[config.mk]
export PLATFORM = sky130hd
export DESIGN_NAME = sorted_priority_queue_core
export DESIGN_NICKNAME = d
export VERILOG_FILES = /design/src/hw/rtl/spq_pkg.sv /design/src/hw/rtl/spq_cmp.sv /design/src/hw/rtl/spq_store.sv /design/src/hw/rtl/sorted_priority_queue_core.sv
export SDC_FILE = /design/constraint.sdc
export NUM_CORES = 2
export LEC_CHECK = 0
export ABC_CLOCK_PERIOD_IN_PS = 21000
export BUFFER_PORTS_ARGS = -buffer_cell sky130_fd_sc_hd__buf_2
export CORE_MARGIN = 10
export CORE_UTILIZATION = 55
export DETAILED_ROUTE_END_ITERATION = 7
export PLACE_DENSITY = 0.73
export SETUP_SLACK_MARGIN = 0.05
export SLEW_MARGIN = 20
export SYNTH_ARGS = -nofsm -noshare
export SYNTH_HDL_FRONTEND = slang
export SYNTH_SLANG_ARGS = --single-unit
[constraint.sdc]
create_clock -name aclk -period 21 [get_ports aclk]
set_clock_uncertainty 0.15 [all_clocks]
set_input_delay 5.25 -clock aclk [delete_from_list [all_inputs] [get_ports aclk]]
set_output_delay 5.25 -clock aclk [all_outputs]
set_load 0.01 [all_outputs]
[src/hw/rtl/spq_pkg.sv]
package spq_pkg;

    localparam int QUEUE_DEPTH = 16;
    localparam int TAG_WIDTH   = 32;
    localparam int PRIO_W      = 64;
    localparam int IDX_W       = (QUEUE_DEPTH > 1) ? $clog2(QUEUE_DEPTH) : 1;
    localparam int CNT_W       = $clog2(QUEUE_DEPTH + 1);

    typedef enum logic [2:0] {
        KIND_APPEND  = 3'd0,
        KIND_PREPEND = 3'd1,
        KIND_REMOVE  = 3'd2,
        KIND_INSERT  = 3'd3,
        KIND_DELETE  = 3'd4,
        KIND_PEEK    = 3'd5
    } kind_t;

    typedef enum logic [1:0] {
        STAT_OK        = 2'd0,
        STAT_EMPTY     = 2'd1,
        STAT_NOT_FOUND = 2'd2,
        STAT_FULL      = 2'd3
    } status_t;

    typedef enum logic [2:0] {
        ST_IDLE,
        ST_START,
        ST_SCAN,
        ST_UPDATE,
        ST_FINISH
    } fsm_state_t;

    // entry shift control for the store
    typedef struct packed {
        logic             ins;
        logic             rem;
        logic [IDX_W-1:0] pos;
    } store_ctl_t;

    typedef struct packed {
        logic less;
        logic match;
    } cmp_res_t;

endpackage

[src/hw/rtl/spq_cmp.sv]
module spq_cmp (
    input  logic signed [spq_pkg::PRIO_W-1:0]    key_prio,
    input  logic        [spq_pkg::TAG_WIDTH-1:0] key_tag,
    input  logic signed [spq_pkg::PRIO_W-1:0]    ent_prio,
    input  logic        [spq_pkg::TAG_WIDTH-1:0] ent_tag,
    output spq_pkg::cmp_res_t                    res
);

    always_comb begin
        res.less  = key_prio < ent_prio;
        res.match = key_tag == ent_tag;
    end

endmodule

[src/hw/rtl/spq_store.sv]
module spq_store (
    input  logic                                 aclk,
    input  spq_pkg::store_ctl_t                  ctl,
    input  logic        [spq_pkg::TAG_WIDTH-1:0] wr_tag,
    input  logic signed [spq_pkg::PRIO_W-1:0]    wr_prio,
    input  logic        [spq_pkg::IDX_W-1:0]     rd_idx,
    output logic        [spq_pkg::TAG_WIDTH-1:0] rd_tag,
    output logic signed [spq_pkg::PRIO_W-1:0]    rd_prio,
    output logic        [spq_pkg::TAG_WIDTH-1:0] head_tag
);

    localparam int D = spq_pkg::QUEUE_DEPTH;

    logic        [spq_pkg::TAG_WIDTH-1:0] tag_reg  [D];
    logic signed [spq_pkg::PRIO_W-1:0]    prio_reg [D];

    assign rd_tag   = tag_reg[rd_idx];
    assign rd_prio  = prio_reg[rd_idx];
    assign head_tag = tag_reg[0];

    // each slot takes from its fixed neighbors: up on insert, down on remove
    for (genvar i = 0; i < D; i++) begin : g_slot
        logic        [spq_pkg::TAG_WIDTH-1:0] tag_next;
        logic signed [spq_pkg::PRIO_W-1:0]    prio_next;
        logic [spq_pkg::IDX_W-1:0] here;

        assign here = spq_pkg::IDX_W'(i);

        always_comb begin
            tag_next  = tag_reg[i];
            prio_next = prio_reg[i];
            if (ctl.ins) begin
                if (here == ctl.pos) begin
                    tag_next  = wr_tag;
                    prio_next = wr_prio;
                end else if (here > ctl.pos) begin
                    if (i > 0) begin
                        tag_next  = tag_reg[(i > 0) ? i - 1 : 0];
                        prio_next = prio_reg[(i > 0) ? i - 1 : 0];
                    end
                end
            end else if (ctl.rem) begin
                if (here >= ctl.pos && i < D - 1) begin
                    tag_next  = tag_reg[(i < D - 1) ? i + 1 : i];
                    prio_next = prio_reg[(i < D - 1) ? i + 1 : i];
                end
            end
        end

        always_ff @(posedge aclk) begin
            tag_reg[i]  <= tag_next;
            prio_reg[i] <= prio_next;
        end
    end

endmodule

[src/hw/rtl/sorted_priority_queue_core.sv]
// Sorted priority queue of up to 16 tagged entries. One request is taken at a
// time: s_ready is high only while the sequencer is idle. Peek, a full or empty
// queue and the unused kinds go from the start state straight to the finish
// state; append, prepend and remove pass through an update state between them.
// Sorted insert and delete-by-tag scan the held entries one per cycle through
// a single compare unit before the update; a delete that finds nothing goes
// from the scan straight to the finish state. Entries all shift together in
// the update state once the position is known. The sequencer is idle again as
// its result is registered, so the next request is accepted in the following
// cycle at the earliest. A finished result waits in the output register, and
// the next request may be accepted while it waits. A second result is held in
// the sequencer until the first is taken, and no request is accepted meanwhile.
module sorted_priority_queue_core (
    input  logic                 aclk,
    input  logic                 aresetn,
    input  logic                 s_valid,
    output logic                 s_ready,
    input  logic [2:0]           s_kind,
    input  logic [31:0]          s_item_tag,
    input  logic signed [63:0]   s_item_priority,
    output logic                 m_valid,
    input  logic                 m_ready,
    output logic [1:0]           m_status,
    output logic [31:0]          m_head_tag,
    output logic [4:0]           m_entry_count
);

    localparam int D     = spq_pkg::QUEUE_DEPTH;
    localparam int CNT_W = spq_pkg::CNT_W;
    localparam int IDX_W = spq_pkg::IDX_W;
    localparam int TW    = spq_pkg::TAG_WIDTH;

    spq_pkg::fsm_state_t state_reg, state_next;
    spq_pkg::kind_t      kind_reg, kind_next;
    spq_pkg::status_t    status_reg, status_next;
    logic [TW-1:0]       tag_reg, tag_next;
    logic signed [spq_pkg::PRIO_W-1:0] prio_reg, prio_next;
    logic [CNT_W-1:0]    idx_reg, idx_next;
    logic [CNT_W-1:0]    count_reg, count_next;
    logic [IDX_W-1:0]    pos_reg, pos_next;
    logic [31:0]         head_reg, head_next;

    logic                m_valid_reg, m_valid_next;
    spq_pkg::status_t    m_status_reg, m_status_next;
    logic [31:0]         m_head_reg, m_head_next;
    logic [4:0]          m_count_reg, m_count_next;

    spq_pkg::store_ctl_t ctl;
    spq_pkg::cmp_res_t   cmp;
    logic [TW-1:0]       rd_tag, first_tag;
    logic signed [spq_pkg::PRIO_W-1:0] rd_prio;
    logic                is_add;

    assign is_add = (kind_reg == spq_pkg::KIND_APPEND) ||
                    (kind_reg == spq_pkg::KIND_PREPEND) ||
                    (kind_reg == spq_pkg::KIND_INSERT);

    assign ctl.ins = (state_reg == spq_pkg::ST_UPDATE) && is_add;
    assign ctl.rem = (state_reg == spq_pkg::ST_UPDATE) && !is_add;
    assign ctl.pos = pos_reg;

    spq_store u_store (
        .aclk     (aclk),
        .ctl      (ctl),
        .wr_tag   (tag_reg),
        .wr_prio  ((kind_reg == spq_pkg::KIND_INSERT) ? prio_reg : '0),
        .rd_idx   (idx_reg[IDX_W-1:0]),
        .rd_tag   (rd_tag),
        .rd_prio  (rd_prio),
        .head_tag (first_tag)
    );

    spq_cmp u_cmp (
        .key_prio (prio_reg),
        .key_tag  (tag_reg),
        .ent_prio (rd_prio),
        .ent_tag  (rd_tag),
        .res      (cmp)
    );

    assign s_ready       = (state_reg == spq_pkg::ST_IDLE);
    assign m_valid       = m_valid_reg;
    assign m_status      = m_status_reg;
    assign m_head_tag    = m_head_reg;
    assign m_entry_count = m_count_reg;

    always_comb begin
        state_next    = state_reg;
        kind_next     = kind_reg;
        status_next   = status_reg;
        tag_next      = tag_reg;
        prio_next     = prio_reg;
        idx_next      = idx_reg;
        count_next    = count_reg;
        pos_next      = pos_reg;
        head_next     = head_reg;
        m_valid_next  = m_valid_reg && !m_ready;
        m_status_next = m_status_reg;
        m_head_next   = m_head_reg;
        m_count_next  = m_count_reg;

        unique case (state_reg)
            spq_pkg::ST_IDLE: begin
                if (s_valid) begin
                    kind_next   = spq_pkg::kind_t'(s_kind);
                    tag_next    = TW'(s_item_tag);
                    prio_next   = s_item_priority;
                    idx_next    = '0;
                    status_next = spq_pkg::STAT_OK;
                    head_next   = '0;
                    state_next  = spq_pkg::ST_START;
                end
            end
            spq_pkg::ST_START: begin
                unique case (kind_reg) inside
                    spq_pkg::KIND_APPEND, spq_pkg::KIND_PREPEND,
                    spq_pkg::KIND_INSERT: begin
                        if (count_reg == CNT_W'(D)) begin
                            status_next = spq_pkg::STAT_FULL;
                            state_next  = spq_pkg::ST_FINISH;
                        end else if (kind_reg == spq_pkg::KIND_APPEND) begin
                            pos_next   = count_reg[IDX_W-1:0];
                            state_next = spq_pkg::ST_UPDATE;
                        end else if (kind_reg == spq_pkg::KIND_PREPEND) begin
                            pos_next   = '0;
                            state_next = spq_pkg::ST_UPDATE;
                        end else begin
                            state_next = spq_pkg::ST_SCAN;
                        end
                    end
                    spq_pkg::KIND_REMOVE, spq_pkg::KIND_PEEK: begin
                        if (count_reg == '0) begin
                            status_next = spq_pkg::STAT_EMPTY;
                            state_next  = spq_pkg::ST_FINISH;
                        end else begin
                            head_next = 32'(first_tag);
                            pos_next  = '0;
                            state_next = (kind_reg == spq_pkg::KIND_REMOVE) ?
                                         spq_pkg::ST_UPDATE : spq_pkg::ST_FINISH;
                        end
                    end
                    spq_pkg::KIND_DELETE: begin
                        if (count_reg == '0) begin
                            status_next = spq_pkg::STAT_EMPTY;
                            state_next  = spq_pkg::ST_FINISH;
                        end else begin
                            state_next = spq_pkg::ST_SCAN;
                        end
                    end
                    default: state_next = spq_pkg::ST_FINISH;
                endcase
            end
            spq_pkg::ST_SCAN: begin
                if (idx_reg == count_reg) begin
                    // ran off the tail: insert goes last, delete missed
                    if (kind_reg == spq_pkg::KIND_INSERT) begin
                        pos_next   = idx_reg[IDX_W-1:0];
                        state_next = spq_pkg::ST_UPDATE;
                    end else begin
                        status_next = spq_pkg::STAT_NOT_FOUND;
                        state_next  = spq_pkg::ST_FINISH;
                    end
                end else if ((kind_reg == spq_pkg::KIND_INSERT) ? cmp.less : cmp.match) begin
                    pos_next   = idx_reg[IDX_W-1:0];
                    state_next = spq_pkg::ST_UPDATE;
                end else begin
                    idx_next = idx_reg + CNT_W'(1);
                end
            end
            spq_pkg::ST_UPDATE: begin
                count_next = is_add ? count_reg + CNT_W'(1) : count_reg - CNT_W'(1);
                state_next = spq_pkg::ST_FINISH;
            end
            spq_pkg::ST_FINISH: begin
                if (!m_valid_reg || m_ready) begin
                    m_valid_next  = 1'b1;
                    m_status_next = status_reg;
                    m_head_next   = head_reg;
                    m_count_next  = 5'(count_reg);
                    state_next    = spq_pkg::ST_IDLE;
                end
            end
            default: state_next = spq_pkg::ST_IDLE;
        endcase
    end

    always_ff @(posedge aclk) begin
        if (!aresetn) begin
            state_reg   <= spq_pkg::ST_IDLE;
            count_reg   <= '0;
            m_valid_reg <= 1'b0;
        end else begin
            state_reg   <= state_next;
            count_reg   <= count_next;
            m_valid_reg <= m_valid_next;
        end
    end

    always_ff @(posedge aclk) begin
        kind_reg     <= kind_next;
        status_reg   <= status_next;
        tag_reg      <= tag_next;
        prio_reg     <= prio_next;
        idx_reg      <= idx_next;
        pos_reg      <= pos_next;
        head_reg     <= head_next;
        m_status_reg <= m_status_next;
        m_head_reg   <= m_head_next;
        m_count_reg  <= m_count_next;
    end

    a_count_bound: assert property (@(posedge aclk) disable iff (!aresetn)
        count_reg <= CNT_W'(D))
        else $error("entry count above depth");

    a_scan_bound: assert property (@(posedge aclk) disable iff (!aresetn)
        state_reg == spq_pkg::ST_SCAN |-> idx_reg <= count_reg)
        else $error("scan index past tail");

    a_insert_grows: assert property (@(posedge aclk) disable iff (!aresetn)
        ctl.ins |=> count_reg == $past(count_reg) + CNT_W'(1))
        else $error("insert did not grow count");

    a_remove_shrinks: assert property (@(posedge aclk) disable iff (!aresetn)
        ctl.rem |-> count_reg != '0)
        else $error("remove on empty queue");

endmodule

# After elaboration in Yosys (flattened, before gate mapping)
# Memories as Yosys holds them, arrays and structs flattened. A register that Yosys moved wholly into a read port is not among the register bits.
# Cells that the tools add are included.
dict set report totals {
  reg_bits 190
  ram_bits 1536
  n_memories 2
}
# memory depth word_bits read_ports rd_ports_with_merged_regs wr line_no
set mem_list {}
lappend mem_list {u_store.prio_reg 16 64 17 1 16 spq_store.sv:15} ;# logic signed [spq_pkg::PRIO_W-1:0] prio_reg [D];
lappend mem_list {u_store.tag_reg 16 32 17 1 16 spq_store.sv:14} ;# logic [spq_pkg::TAG_WIDTH-1:0] tag_reg [D];
dict set report op_classes {
  n_addsub 3
  order_cmp 31
  eq_ne 44
  muxes 198
  reduce_logical 27
}
# operator n
set op_table {}
lappend op_table {{64-bit 2-to-1 mux} 78}
lappend op_table {{32-bit 2-to-1 mux} 80}
lappend op_table {{64-bit less-than comparator} 1}
lappend op_table {{32-bit one-hot mux with 2 select lines} 1}
lappend op_table {{4-bit 2-to-1 mux} 9}
lappend op_table {{32-bit == test} 1}
lappend op_table {{4-bit == test, first input constant} 8}
lappend op_table {{4-bit greater-than comparator, first input constant} 8}
lappend op_table {{4-bit greater-or-equal comparator, first input constant} 7}
lappend op_table {{3-bit 2-to-1 mux} 9}
lappend op_table {{5-bit 2-to-1 mux} 4}
lappend op_table {{3-bit != test, second input constant} 6}
lappend op_table {{3-bit by 4-bit == test with 1-bit output, first input constant} 4}
lappend op_table {{3-bit by 4-bit greater-or-equal comparator with 1-bit output, first input constant} 4}
lappend op_table {{3-bit by 4-bit greater-than comparator with 1-bit output, first input constant} 4}
lappend op_table {{4-bit one-hot mux with 2 select lines} 2}
lappend op_table {{3-bit one-hot mux with 5 select lines} 1}
lappend op_table {{2-bit != test, second input constant} 7}
lappend op_table {{7-bit AND reduction} 2}
lappend op_table {{3-bit by 2-bit == test with 1-bit output, second input constant} 4}
lappend op_table {{5-bit by 1-bit adder with 5-bit output, second input constant} 2}
lappend op_table {{2-bit 2-to-1 mux} 5}
lappend op_table {{5-bit one-hot mux with 2 select lines} 1}
lappend op_table {{3-bit == test, second input constant} 3}
lappend op_table {{31 further kinds} 52}

# Longest topological paths before layout
dict set report logic_depth {
  ltp_word 7
  mapped_depth 22
}

# Hierarchy
# Synthesis repeated with hierarchy kept, for this count alone.
dict set report unflattened {
  hier_cells 7870
  area_unflattened_um2 96955.5
}
# mod n_inst cells_each area_each_um2 seq_area_each_um2
set by_module_without_submodules {}
lappend by_module_without_submodules {spq_store 1 7180 87945.6 46124.2}
lappend by_module_without_submodules {sorted_priority_queue_core 1 421 7040.5 5615.4}
lappend by_module_without_submodules {spq_cmp 1 269 1969.4 0.0}

# Worst setup path after synthesis
# Ideal clock, no wire load.
dict set report synth_path {
  path_kind {register to register}
  from {register, netlist name state_reg[1]}
  to {memory u_store.prio_reg[2][0] (netlist bit) (enable)}
  t_arrival_ns 14.687
  t_required_ns 20.154
  path_slack_ns 5.467
  stages_incl_launch_ff 6
  path_buffers 2
  synth_period_minus_slack_ns 15.533
  path_cell_list {dfxtp_1 -> clkbuf_1 -> nand3b_1 -> clkbuf_1 -> nor3_1 -> a21boi_0}
}
# item line_no
set synth_lines {}
lappend synth_lines {{to (decl)} spq_store.sv:15}

# Final worst setup path
dict set report layout_path {
  from {register state_reg[2]}
  to {output port s_ready}
}
dict set report layout_via {
  elab_chain_cells 1
}
# item line_no
set layout_lines {}
lappend layout_lines {{from (decl)} sorted_priority_queue_core.sv:33} ;# spq_pkg::fsm_state_t state_reg, state_next;
lappend layout_lines {{from (signal assigned)} sorted_priority_queue_core.sv:189} ;# state_reg <= spq_pkg::ST_IDLE;
lappend layout_lines {{from (signal assigned)} sorted_priority_queue_core.sv:193} ;# state_reg <= state_next;
lappend layout_lines {{3-bit zero test} sorted_priority_queue_core.sv:81} ;# assign s_ready = (state_reg == spq_pkg::ST_IDLE);
lappend layout_lines {{to (decl)} sorted_priority_queue_core.sv:17} ;# output logic s_ready,
# No other way between the ends.

==> out/results.tsv <==
metric	value	unit
fin_crit_sh	34.8	%
drive_gt1_share	11.5	%
startpoint	state_reg[2]	
grt_pass1_wl	442000	microns
synth_flop_cell	edfxtp_1	
tightest_slew	1.20	ns
dieArea	192000	sq um
period_needed	7.31	ns
nets	8880	
synth_area	95900	sq um
die_y	438	microns
synth-seq-cells	1730	
die_x	438	microns
holdBufCountCts	0	
syn_nets	9271	
p_per_area	78.1	nW/um^2
start_kind	register	
final_cell_mix	1717 x edfxtp_1, 1666 x nand2_1, 1499 x o21ai_0	
setup_slack	13.69	ns
hold_path_class	register to register	
max_freq	137	MHz
start_util	55.2	%
totalNegativeSetupSlack	0	ns
drt_iter0_markers	12000	
whs	0.269	ns
synthToLayoutAreaGrowth	7.80	%
numCtsBuffers	184	
num_vias	74600	
cts_buffer_depth	3	
postCtsSetupBuffers	0	
post_drt_wl_per_cell	26.8	microns
finalWeightedCongestion	0.859	
setup-violations-final	0	
crit_type	register to output port	
drtPass1Iterations	8	
synth_compound_area_share	13.6	%
ir_drop	0.0930	mV
grt_remaining_overflow	0	
clk_latency	0.85	ns
fill_cells	13700	
root_buffer	clkbuf_16	
max-slew-margin-rel	20.1	%
yosys-mux-area-fraction	15.8	%
critPathRequiredTime	15.60	ns
grt_setup_unrepaired	no	
async_flop_share	0	%
cts_sinks	1730	
crit_path_end_kind	output port	
synth_xor_area_share	0.667	%
fin_total_pwr	8.07	mW
worstPathArrival	1.91	ns
clkTransAtPathRegs	0.06	ns
viasPerCell	6.67	
ys_types	64	
hpwl	160000	microns
final_cells	11200	
synth_top_family_by_area	multiplexers	
yosysSeqAreaShare	54.0	%
critPathCapture	s_ready	
grt_start_max_net_pins	305	
port_buffers	143	
ant_nets	0	
hold_viol	0	
crit_path_max_fanout	14	
rows	153	
antenna_found_initial	4	
reg2regPathDepth	14	
reg2reg_slack	13.91	ns
htreeDepth	4	
cts_tree	built	
synth_area_per_cell	10.5	sq um
yosys.area_share.simple	11.3	%
cap_violations	0	
route.detailed.drc	0	
r2r_end	idx_reg[3]	
post_cts_resize_count	0	
post-place-ws	13.48	ns
grt_pass1_vias	70000	
largest_register_ffs	1024	
status	completed	
synth_cells	9100	
yosys_warnings	0	
pin_count	144	
final_max_slew_viol_count	0	
synthAdderAreaFrac	0.895	%
synth-edff-count	1717	
fp.coreArea	174000	sq um
leakagePower	39.2	nW
placed_cells	10800	
grt_usage	30.0	%
final_common_cell	edfxtp_1	
routed_wl	299000	microns
## per-layer routing
metal / global-route usage (%) / routed length (microns)
met1: 39.6 / 109000
met2: 47.4 / 139000
met3: 5.08 / 33600
met4: 16.2 / 17800
met5: 0 / 21
## worst max-delay path, cell delays in order (launching register included)
cell     delay (ns)
dfxtp_1        0.46
nor3_1         0.40
buf_2          0.20
## report_power, final
part | internal, mW | switching [mW] | total (mW)
registers | 3.82 | 0.101 | 3.92
logic | 0.416 | 0.561 | 0.977
clock network | 1.75 | 1.42 | 3.17
## metrics by stage
step / util, % / cell area, sq um
final: 59.6 / 103000
after global routing: 59.6 / 103000
after CTS: 59.5 / 103000
after detailed placement: 56.3 / 97700
after global placement: 56.2 / 97700
after floorplan: - / 95900
## how the worst min path moves through the flow
stage	from	end	slack [ns]	cells after the start
after floorplan	head_reg[0]	m_head_tag[0]	0.25	0
after global placement	head_reg[20]	m_head_tag[20]	0.25	0
after detailed placement	head_reg[19]	m_head_tag[19]	0.25	0
after CTS	head_reg[20]	m_head_tag[20]	0.27	0
after global routing	head_reg[14]	m_head_tag[14]	0.27	0
final	head_reg[14]	m_head_tag[14]	0.27	0
## cells in the mapped netlist (16+ instances only)
master	number	area share, %
nor2_1	934	3.7
edfxtp_1	1717	54
mux2i_1	532	5.6
inv_1	75	0.29
nand2_1	1677	6.6
a21oi_1	952	5.0
mux2_2	32	0.38
and2_1	41	0.27
nand4_1	16	0.10
buf_2	41	0.21
o21ai_0	1499	7.8
xor2_1	36	0.33
nand3_1	30	0.16
mux4_2	419	9.8
clkbuf_1	749	2.9
ha_1	67	0.87
xnor2_1	37	0.34
buf_1	34	0.13
buf_4	16	0.13
## final cells by class
class | instances | area (sq um) | area share, %
Timing Repair Buffer | 267 | 1870 | 1.81
Antenna cell | 2 | 5.00 | 0.00484
Sequential cell | 1730 | 51800 | 50.1
Tap cell | 2325 | 2910 | 2.81
Clock inverter | 96 | 798 | 0.772
Inverter | 80 | 320 | 0.310
Clock buffer | 234 | 4880 | 4.72
Multi-Input combinational cell | 6446 | 40800 | 39.4
## cell families (layout without fill, tap and decap cells)
group | Yosys count | after routing
XOR/XNOR | 73 | 73
buffers and inverters | 924 | 677
AO/OA/AOI/OAI | 2550 | 2550
flip-flops | 1730 | 1730
multiplexers | 984 | 984
AND/OR/NAND/NOR | 2771 | 2771
other | 0 | 2
adder cells (fa/ha/maj) | 68 | 68
Note: power is estimated with default switching activity, not from simulation.
